`config.mk`:
```
export PLATFORM = sky130hd
export DESIGN_NAME = i2c_master_register_access
export DESIGN_NICKNAME = d
export VERILOG_FILES = /design/src/design/imra_pkg.sv /design/src/design/imra_wbuf.sv /design/src/design/i2c_master_register_access.sv
export SDC_FILE = /design/constraint.sdc
export NUM_CORES = 1
export LEC_CHECK = 0
export CORE_MARGIN = 1
export CORE_UTILIZATION = 50
export CTS_CLUSTER_DIAMETER = 80
export DETAILED_ROUTE_END_ITERATION = 10
export DONT_BUFFER_PORTS = 1
export GPL_TIMING_DRIVEN = 1
export PLACE_DENSITY = 0.72
export SLEW_MARGIN = 15
export SYNTH_ARGS = -nofsm -noshare
export SYNTH_HDL_FRONTEND = slang
export SYNTH_SLANG_ARGS = --single-unit
export TNS_END_PERCENT = 50
```
`constraint.sdc`:
```
create_clock -name i_clk -period 10.75 [get_ports i_clk]
set_input_delay 2.15 -clock i_clk [delete_from_list [all_inputs] [get_ports i_clk]]
set_output_delay 2.15 -clock i_clk [all_outputs]
set_load 0.05 [all_outputs]
```
`src/design/imra_pkg.sv`:
```
`default_nettype none

package imra_pkg;

    // command codes carried on s_axis_tuser
    typedef enum logic [1:0] {
        CMD_TICK  = 2'd0,
        CMD_LOAD  = 2'd1,
        CMD_WRITE = 2'd2,
        CMD_READ  = 2'd3
    } t_cmd;

    // bus sequencer steps, one-hot
    typedef enum logic [14:0] {
        ST_IDLE = 15'h0001,
        ST_ST1  = 15'h0002,
        ST_ST2  = 15'h0004,
        ST_ST3  = 15'h0008,
        ST_TXH  = 15'h0010,
        ST_TXL  = 15'h0020,
        ST_AKH  = 15'h0040,
        ST_AKL  = 15'h0080,
        ST_RXH  = 15'h0100,
        ST_RXL  = 15'h0200,
        ST_MAH  = 15'h0400,
        ST_MAL  = 15'h0800,
        ST_SP1  = 15'h1000,
        ST_SP2  = 15'h2000,
        ST_SP3  = 15'h4000
    } t_step;

    localparam int unsigned BITS_PER_BYTE = 4'd8;

    // result beat, highest field first in m_axis_tdata
    typedef struct packed {
        logic       pad;
        logic       success;
        logic       done_res;
        logic       read_valid;
        logic [7:0] read_byte;
        logic       busy_res;
        logic       sda_drive;
        logic       sda_out;
        logic       scl;
    } t_result;

    // input beat payload, highest field first in s_axis_tdata
    typedef struct packed {
        logic [1:0] pad;
        logic       sda_in;
        logic [4:0] byte_count;
        logic [7:0] write_byte;
        logic [7:0] register_byte_in;
        logic [7:0] device_byte_in;
    } t_item;

endpackage

`default_nettype wire

```
`src/design/imra_wbuf.sv`:
```
`default_nettype none

module imra_wbuf
    import imra_pkg::*;
#(
    parameter int DEPTH = 16,
    parameter int AW    = 4
) (
    input  wire logic          i_clk,
    input  wire logic          i_we,
    input  wire logic [AW-1:0] i_waddr,
    input  wire logic [7:0]    i_wdata,
    input  wire logic [AW-1:0] i_raddr,
    output logic [7:0]         o_rdata
);

    logic [7:0] r_mem [DEPTH];
    logic [7:0] r_rdata;

    always_ff @(posedge i_clk) begin
        if (i_we) begin
            r_mem[i_waddr] <= i_wdata;
        end
        r_rdata <= r_mem[i_raddr];
    end

    assign o_rdata = r_rdata;

endmodule

`default_nettype wire

```
`src/design/i2c_master_register_access.sv`:
```
`default_nettype none
// The result beat of an accepted input beat is registered and shown in the cycle after it.
// Throughput: one beat per cycle while m_axis_tready holds; the sequencer takes one step per tick beat.
// Input is taken whenever the result register is empty or being drained.
// Write-buffer data is prefetched one byte ahead from a registered-read RAM.
// Reset (synchronous, active low) idles the sequencer and empties the result register;
// the write buffer is not cleared.

module i2c_master_register_access
    import imra_pkg::*;
#(
    parameter int BUFFER_BYTES = 16
) (
    input  wire logic        i_clk,
    input  wire logic        i_rst_n,
    input  wire logic        s_axis_tvalid,
    output logic             s_axis_tready,
    // [7:0] device_byte_in, [15:8] register_byte_in, [23:16] write_byte,
    // [28:24] byte_count, [29] sda_in, [31:30] zero
    input  wire logic [31:0] s_axis_tdata,
    // [1:0] cmd
    input  wire logic [1:0]  s_axis_tuser,
    output logic             m_axis_tvalid,
    input  wire logic        m_axis_tready,
    // [0] scl, [1] sda_out, [2] sda_drive, [3] busy_res, [11:4] read_byte,
    // [12] read_valid, [13] done_res, [14] success, [15] zero
    output logic [15:0]      m_axis_tdata
);

    localparam int AW = (BUFFER_BYTES > 1) ? $clog2(BUFFER_BYTES) : 1;
    localparam int LW = $clog2(BUFFER_BYTES + 1);
    localparam int IW = $clog2(BUFFER_BYTES + 3);

    t_item   w_item;
    t_cmd    w_cmd;
    logic    w_accept;
    logic    w_busy;

    t_step          r_step,     n_step;
    logic [3:0]     r_bit_cnt,  n_bit_cnt;
    logic [IW-1:0]  r_byte_idx, n_byte_idx;
    logic [7:0]     r_shift,    n_shift;
    logic [LW-1:0]  r_load_ptr, n_load_ptr;
    logic [7:0]     r_dev,      n_dev;
    logic [7:0]     r_reg,      n_reg;
    logic [IW-1:0]  r_xfer_cnt, n_xfer_cnt;
    logic           r_reading,  n_reading;
    logic           r_failed,   n_failed;
    logic           r_out_valid;
    t_result        r_out,      n_out;

    logic           w_we;
    logic [7:0]     w_buf_rdata;
    logic [7:0]     w_send_byte;
    logic           w_begin;
    logic           w_nack;
    logic [IW:0]    w_idx_inc;

    assign w_item   = t_item'(s_axis_tdata);
    assign w_cmd    = t_cmd'(s_axis_tuser);
    assign s_axis_tready = !r_out_valid || m_axis_tready;
    assign w_accept = s_axis_tvalid && s_axis_tready;
    assign w_busy   = (r_step != ST_IDLE);

    // prefetch: the byte after the current one is entry byte_index - 1
    imra_wbuf #(
        .DEPTH (BUFFER_BYTES),
        .AW    (AW)
    ) u_wbuf (
        .i_clk   (i_clk),
        .i_we    (w_accept && w_we),
        .i_waddr (r_load_ptr[AW-1:0]),
        .i_wdata (w_item.write_byte),
        .i_raddr (AW'(r_byte_idx - IW'(1))),
        .o_rdata (w_buf_rdata)
    );

    always_comb begin
        n_step     = r_step;
        n_bit_cnt  = r_bit_cnt;
        n_byte_idx = r_byte_idx;
        n_shift    = r_shift;
        n_load_ptr = r_load_ptr;
        n_dev      = r_dev;
        n_reg      = r_reg;
        n_xfer_cnt = r_xfer_cnt;
        n_reading  = r_reading;
        n_failed   = r_failed;
        w_we       = 1'b0;
        w_begin    = 1'b0;
        w_idx_inc  = {1'b0, r_byte_idx} + (IW+1)'(1);
        n_out      = '0;

        case (w_cmd)
            CMD_LOAD: begin
                if (!w_busy && r_load_ptr < LW'(BUFFER_BYTES)) begin
                    w_we       = 1'b1;
                    n_load_ptr = r_load_ptr + LW'(1);
                end
            end
            CMD_WRITE, CMD_READ: begin
                if (!w_busy) begin
                    n_dev      = w_item.device_byte_in;
                    n_reg      = w_item.register_byte_in;
                    n_xfer_cnt = (32'(w_item.byte_count) > BUFFER_BYTES) ?
                                 IW'(BUFFER_BYTES) : IW'(w_item.byte_count);
                    n_reading  = (w_cmd == CMD_READ);
                    if (w_cmd == CMD_WRITE) begin
                        n_load_ptr = '0;
                    end
                    n_failed   = 1'b0;
                    n_byte_idx = '0;
                    n_bit_cnt  = '0;
                    n_step     = ST_ST1;
                end
            end
            default: begin
                case (r_step)
                    ST_ST1: n_step = ST_ST2;
                    ST_ST2: n_step = ST_ST3;
                    ST_ST3: w_begin = 1'b1;
                    ST_TXH: n_step = ST_TXL;
                    ST_TXL: begin
                        n_shift   = {r_shift[6:0], 1'b0};
                        n_bit_cnt = r_bit_cnt + 4'd1;
                        n_step    = (n_bit_cnt >= 4'(BITS_PER_BYTE)) ? ST_AKH : ST_TXH;
                    end
                    ST_AKH: begin
                        if (w_item.sda_in) begin
                            n_failed = 1'b1;
                        end
                        n_step = ST_AKL;
                    end
                    ST_AKL: begin
                        if (r_failed) begin
                            n_step = ST_SP1;
                        end else begin
                            n_byte_idx = w_idx_inc[IW-1:0];
                            if (!r_reading) begin
                                if (w_idx_inc < (IW+1)'(2) + {1'b0, r_xfer_cnt}) begin
                                    w_begin = 1'b1;
                                end else begin
                                    n_step = ST_SP1;
                                end
                            end else if (w_idx_inc == (IW+1)'(1)) begin
                                w_begin = 1'b1;
                            end else if (w_idx_inc == (IW+1)'(2)) begin
                                // repeated start before the read-direction device byte
                                n_step = ST_ST1;
                            end else begin
                                n_byte_idx = '0;
                                n_bit_cnt  = '0;
                                n_shift    = '0;
                                n_step     = (r_xfer_cnt == '0) ? ST_SP1 : ST_RXH;
                            end
                        end
                    end
                    ST_RXH: begin
                        n_shift   = {r_shift[6:0], w_item.sda_in};
                        n_bit_cnt = r_bit_cnt + 4'd1;
                        if (n_bit_cnt >= 4'(BITS_PER_BYTE)) begin
                            n_out.read_valid = 1'b1;
                            n_out.read_byte  = n_shift;
                        end
                        n_step = ST_RXL;
                    end
                    ST_RXL: n_step = (r_bit_cnt >= 4'(BITS_PER_BYTE)) ? ST_MAH : ST_RXH;
                    ST_MAH: n_step = ST_MAL;
                    ST_MAL: begin
                        n_byte_idx = w_idx_inc[IW-1:0];
                        if (w_idx_inc < {1'b0, r_xfer_cnt}) begin
                            n_bit_cnt = '0;
                            n_shift   = '0;
                            n_step    = ST_RXH;
                        end else begin
                            n_step = ST_SP1;
                        end
                    end
                    ST_SP1: n_step = ST_SP2;
                    ST_SP2: n_step = ST_SP3;
                    ST_SP3: begin
                        n_step         = ST_IDLE;
                        n_out.done_res = 1'b1;
                        n_out.success  = !r_failed;
                    end
                    default: n_step = ST_IDLE;
                endcase
            end
        endcase

        // load the next byte to shift out
        if (n_byte_idx == '0) begin
            w_send_byte = r_dev;
        end else if (n_byte_idx == IW'(1)) begin
            w_send_byte = r_reg;
        end else if (r_reading) begin
            w_send_byte = {r_dev[7:1], 1'b1};
        end else begin
            w_send_byte = w_buf_rdata;
        end
        if (w_begin) begin
            n_shift   = w_send_byte;
            n_bit_cnt = '0;
            n_step    = ST_TXH;
        end

        w_nack = ({1'b0, n_byte_idx} + (IW+1)'(1)) >= {1'b0, n_xfer_cnt};

        // pin levels for the coming phase: scl, sda, drive
        case (n_step)
            ST_ST1: {n_out.scl, n_out.sda_out, n_out.sda_drive} = 3'b111;
            ST_ST2: {n_out.scl, n_out.sda_out, n_out.sda_drive} = 3'b101;
            ST_ST3: {n_out.scl, n_out.sda_out, n_out.sda_drive} = 3'b001;
            ST_TXH: {n_out.scl, n_out.sda_out, n_out.sda_drive} = {1'b1, n_shift[7], 1'b1};
            ST_TXL: {n_out.scl, n_out.sda_out, n_out.sda_drive} = {1'b0, n_shift[7], 1'b1};
            ST_AKH: {n_out.scl, n_out.sda_out, n_out.sda_drive} = 3'b110;
            ST_AKL: {n_out.scl, n_out.sda_out, n_out.sda_drive} = 3'b011;
            ST_RXH: {n_out.scl, n_out.sda_out, n_out.sda_drive} = 3'b110;
            ST_RXL: {n_out.scl, n_out.sda_out, n_out.sda_drive} = 3'b010;
            ST_MAH: {n_out.scl, n_out.sda_out, n_out.sda_drive} = {1'b1, w_nack, 1'b1};
            ST_MAL: {n_out.scl, n_out.sda_out, n_out.sda_drive} = {1'b0, w_nack, 1'b1};
            ST_SP1: {n_out.scl, n_out.sda_out, n_out.sda_drive} = 3'b001;
            ST_SP2: {n_out.scl, n_out.sda_out, n_out.sda_drive} = 3'b101;
            default: {n_out.scl, n_out.sda_out, n_out.sda_drive} = 3'b111;
        endcase
        n_out.busy_res = (n_step != ST_IDLE);
    end

    always_ff @(posedge i_clk) begin
        if (!i_rst_n) begin
            r_step      <= ST_IDLE;
            r_bit_cnt   <= '0;
            r_byte_idx  <= '0;
            r_shift     <= '0;
            r_load_ptr  <= '0;
            r_dev       <= '0;
            r_reg       <= '0;
            r_xfer_cnt  <= '0;
            r_reading   <= 1'b0;
            r_failed    <= 1'b0;
            r_out_valid <= 1'b0;
        end else begin
            if (w_accept) begin
                r_step      <= n_step;
                r_bit_cnt   <= n_bit_cnt;
                r_byte_idx  <= n_byte_idx;
                r_shift     <= n_shift;
                r_load_ptr  <= n_load_ptr;
                r_dev       <= n_dev;
                r_reg       <= n_reg;
                r_xfer_cnt  <= n_xfer_cnt;
                r_reading   <= n_reading;
                r_failed    <= n_failed;
                r_out_valid <= 1'b1;
            end else if (m_axis_tready) begin
                r_out_valid <= 1'b0;
            end
        end
    end

    always_ff @(posedge i_clk) begin
        if (w_accept) begin
            r_out <= n_out;
        end
    end

    assign m_axis_tvalid = r_out_valid;
    assign m_axis_tdata  = 16'(r_out);

    // a finished transaction never reports itself busy
    a_done_idle: assert property (@(posedge i_clk) disable iff (!i_rst_n)
        r_out_valid && r_out.done_res |-> !r_out.busy_res)
        else $error("done beat shows busy");

    // received bytes only show up in a read transaction
    a_rx_in_read: assert property (@(posedge i_clk) disable iff (!i_rst_n)
        r_out_valid && r_out.read_valid |-> r_reading)
        else $error("read_valid outside a read");

    // loads during a transaction leave the buffer pointer alone
    a_load_busy: assert property (@(posedge i_clk) disable iff (!i_rst_n)
        w_accept && w_cmd == CMD_LOAD && w_busy |=> $stable(r_load_ptr))
        else $error("load taken while busy");

    a_bit_cnt: assert property (@(posedge i_clk) disable iff (!i_rst_n)
        r_bit_cnt <= 4'(BITS_PER_BYTE))
        else $error("bit counter overran");

    a_ptr_range: assert property (@(posedge i_clk) disable iff (!i_rst_n)
        32'(r_load_ptr) <= BUFFER_BYTES)
        else $error("load pointer past buffer");

endmodule

`default_nettype wire
```
==> impl_metrics.py <==
metrics = {
    "status": {
        "status": "finished clean",
    },
    "layout": {
        "drive_above_1_share_pct": 11.7,
        "area_growth_pct": 9.90,
        "antenna-diode-count": 0,
        "regMostFlops": "u_wbuf.r_mem",
        "largest_register_ffs": 128,
        "num-fill-cells": 1693,
        "layout.nets": 984,
    },
    "floorplan": {
        "io_pins": 56,
        "die-width_um": 147,
        "placementRows": 52,
        "start_util_pct": 51.5,
        "core_area_mm2": 0.0205,
        "die_h_um": 147,
        "dieArea_mm2": 0.0217,
    },
    "critical_path": {
        "critical_path_arrival_ns": 5.82,
        "timing_worst_setup_path_type": "in -> reg",
        "cp-start-kind": "input pin",
        "cp_data_required_time_ns": 11.01,
        "end_kind": "register",
        "path_max_fanout": 7,
    },
    "yosys": {
        "yosys_warnings": 0,
        "synth_area_mm2": 0.0106,
        "synth-seq-cells": 212,
        "synth_edf_count": 143,
        "yosysSeqAreaShare_pct": 53.7,
        "syn_avg_cell_area_um2": 11.3,
        "synth_fp_nets": 1004,
        "synth_cell_types": 77,
        "syn_inst": 933,
        "async_flop_share_pct": 0,
        "synth-main-ff-cell": "edfxtp_1",
    },
    "clock_tree": {
        "cts_tree": "built",
        "htreeDepth": 1,
        "cts.path.max_buffers": 3,
        "cts_root_buf": "clkbuf_16",
        "cts_resized": 0,
        "path_clk_slew_ns": 0.06,
        "hold_buffers": 0,
        "cts.sinks": 212,
        "numCtsBuffers": 23,
        "cts_setup_buffers": 0,
        "clock_latency_ns": 0.53,
    },
    "timing": {
        "rsz0062_at_grt": "no",
        "period_minus_slack_ns": 5.56,
        "drv_slew": 0,
        "worstMarginPinSlew_ns": 1.22,
        "setup_viol": 0,
        "holdWs_ns": 0.458,
        "fmax_mhz": 180,
        "fin_crit_sh_pct": 51.7,
        "finalSetupTns_ns": 0,
        "max-slew-margin-rel_pct": 18.3,
        "final-hold-violation-count": 0,
        "fin_skew_ns": 0.0236,
    },
    "route": {
        "drtIter0Drc": 739,
        "dr.pass1.iters": 5,
        "viasPerCell": 6.28,
        "wl_per_cell_um": 21.2,
        "antenna_left": 0,
        "num_vias": 7536,
        "drcViolationCount": 0,
        "routed_wl_um": 25400,
    },
    "pwr": {
        "leakagePower_nw": 3.93,
        "vdd_drop_max_mv": 0.154,
        "cellPowerDensity_mw_per_mm2": 169,
    },
    "global_routing": {
        "grt_antenna_before_repair": 0,
        "grt_max_degree": 54,
        "grt_pass1_vias": 7329,
        "gr-total-overflow": 0,
        "grt_pass1_wl_um": 40400,
        "grt_util_all_layers_pct": 23.9,
    },
    "placement": {
        "port_buffers": 0,
        "dpl.hpwl_um": 17200,
        "gp_congestion": 0.916,
    },
    "job": {
        "max-cap-violations": 0,
    },
    "min_path": {
        "hold_path_class": "reg -> reg",
    },
}
==> worst paths after layout <==
kind	cells past startpoint	end	start	slack, ns
min reg2reg	2	r_reg[4]	r_reg[4]	0.46
max	19	m_axis_tdata[1]	s_axis_tuser[1]	5.19
min	2	r_reg[4]	r_reg[4]	0.46
max reg2reg	14	m_axis_tdata[1]	r_byte_idx[0]	5.37
==> placed cells by master, fill, tap and decap left out, types with 8 or more instances in the layout <==
| cell | instances |
|---|---|
| edfxtp_1 | 143 |
| a22oi_1 | 9 |
| xor2_1 | 8 |
| a21o_1 | 12 |
| ha_1 | 33 |
| buf_4 | 9 |
| nand2_1 | 100 |
| nor3_1 | 36 |
| and2_1 | 14 |
| dfxtp_1 | 68 |
| or4_1 | 8 |
| mux4_2 | 40 |
| or3_1 | 8 |
| nand3_1 | 23 |
| or2_2 | 8 |
| xnor2_1 | 10 |
| clkbuf_16 | 23 |
| mux2i_1 | 10 |
| a211oi_1 | 13 |
| nor4_1 | 16 |
| a21oi_1 | 61 |
| nand4_1 | 11 |
| inv_1 | 25 |
| o21ai_0 | 32 |
| nand2b_1 | 8 |
| a31oi_1 | 9 |
| nor2_1 | 72 |
==> layout make-up <==
cell class / instances / area (µm²) / area share, %
Tap cell: 270 / 338 / 2.91
Clock inverter: 16 / 253 / 2.18
Clock buffer: 26 / 587 / 5.05
Inverter: 27 / 101 / 0.873
Timing Repair Buffer: 9 / 67.6 / 0.582
Sequential cell: 212 / 5680 / 48.9
Multi-Input combinational cell: 640 / 4590 / 39.5
==> metrics by stage <==
step / power [mW] / cell area, µm² / worst slack, ns / utilization [%] / cells
finish: 1.97 / 11600 / 5.19 / 56.6 / 1200
global route: 2.02 / 11600 / 4.90 / 56.6 / 1200
CTS: 1.98 / 11600 / 5.23 / 56.6 / 1200
detailed placement: 1.10 / 10800 / 4.73 / 52.5 / 1158
global placement: 1.10 / 10800 / 4.71 / 52.5 / 1158
floorplan: 1.06 / 10600 / 5.26 / - / 933
==> per-layer routing <==
| layer | vias up | track usage (%) | share of wire (%) |
|---|---|---|---|
| met4 | 0 | 8.45 | 2.9 |
| li1 | 3493 | - | - |
| met3 | 65 | 4.25 | 7.0 |
| met2 | 305 | 39.1 | 47 |
| met1 | 3673 | 32.0 | 43 |
| met5 | - | 0 | 0 |
==> synthesized netlist by cell type (8+ instances only) <==
cell type  number  area share, %
mux4_2         40            8.5
xor2_1          8           0.66
a22oi_1         9           0.64
xnor2_1        10           0.83
or3_1           8           0.47
nor3_1         38            1.8
or4_1           8           0.57
a21o_1         12           0.85
a21oi_1        61            2.9
mux2i_1        10           0.95
and2_1         14           0.83
inv_1          26           0.92
or2_2           8           0.47
clkbuf_1       43            1.5
nand2b_1        8           0.47
nor4_1         16           0.95
ha_1           33            3.9
o21ai_0        32            1.5
dfxtp_1        69             13
a31oi_1         9           0.53
nand2_1       100            3.6
edfxtp_1      143             41
a211oi_1       13           0.92
nand3_1        23            1.1
nor2_1         72            2.6
nand4_1        11           0.65
==> cell families after synthesis <==
kind of cell	after synthesis	share of synthesized area (%)
other	1	0.0355
AO/OA/AOI/OAI	193	11.9
AND/OR/NAND/NOR	344	16.4
adder cells (fa/ha/maj)	33	3.91
multiplexers	51	9.58
flip-flops	212	53.7
buffers and inverters	81	2.95
XOR/XNOR	18	1.49
==> worst max-delay path: stages <==
cell,delay [ns]
inv_1,0.04
ha_1,0.29
nor3_1,0.31
a41o_1,0.28
nand2_1,0.16
nand3_1,0.15
and2_1,0.18
inv_1,0.10
ha_1,0.29
inv_1,0.04
ha_1,0.27
a21o_1,0.16
a21o_1,0.17
a21o_1,0.17
a21o_1,0.18
a41oi_1,0.29
nor4_1,0.09
a211o_1,0.29
a211o_1,0.23
==> report_power, final <==
group | internal (mW) | switching [mW]
logic | 0.0695 | 0.101
clock network | 0.541 | 0.336
registers | 0.886 | 0.0323
(Power assumes the default switching activity.)
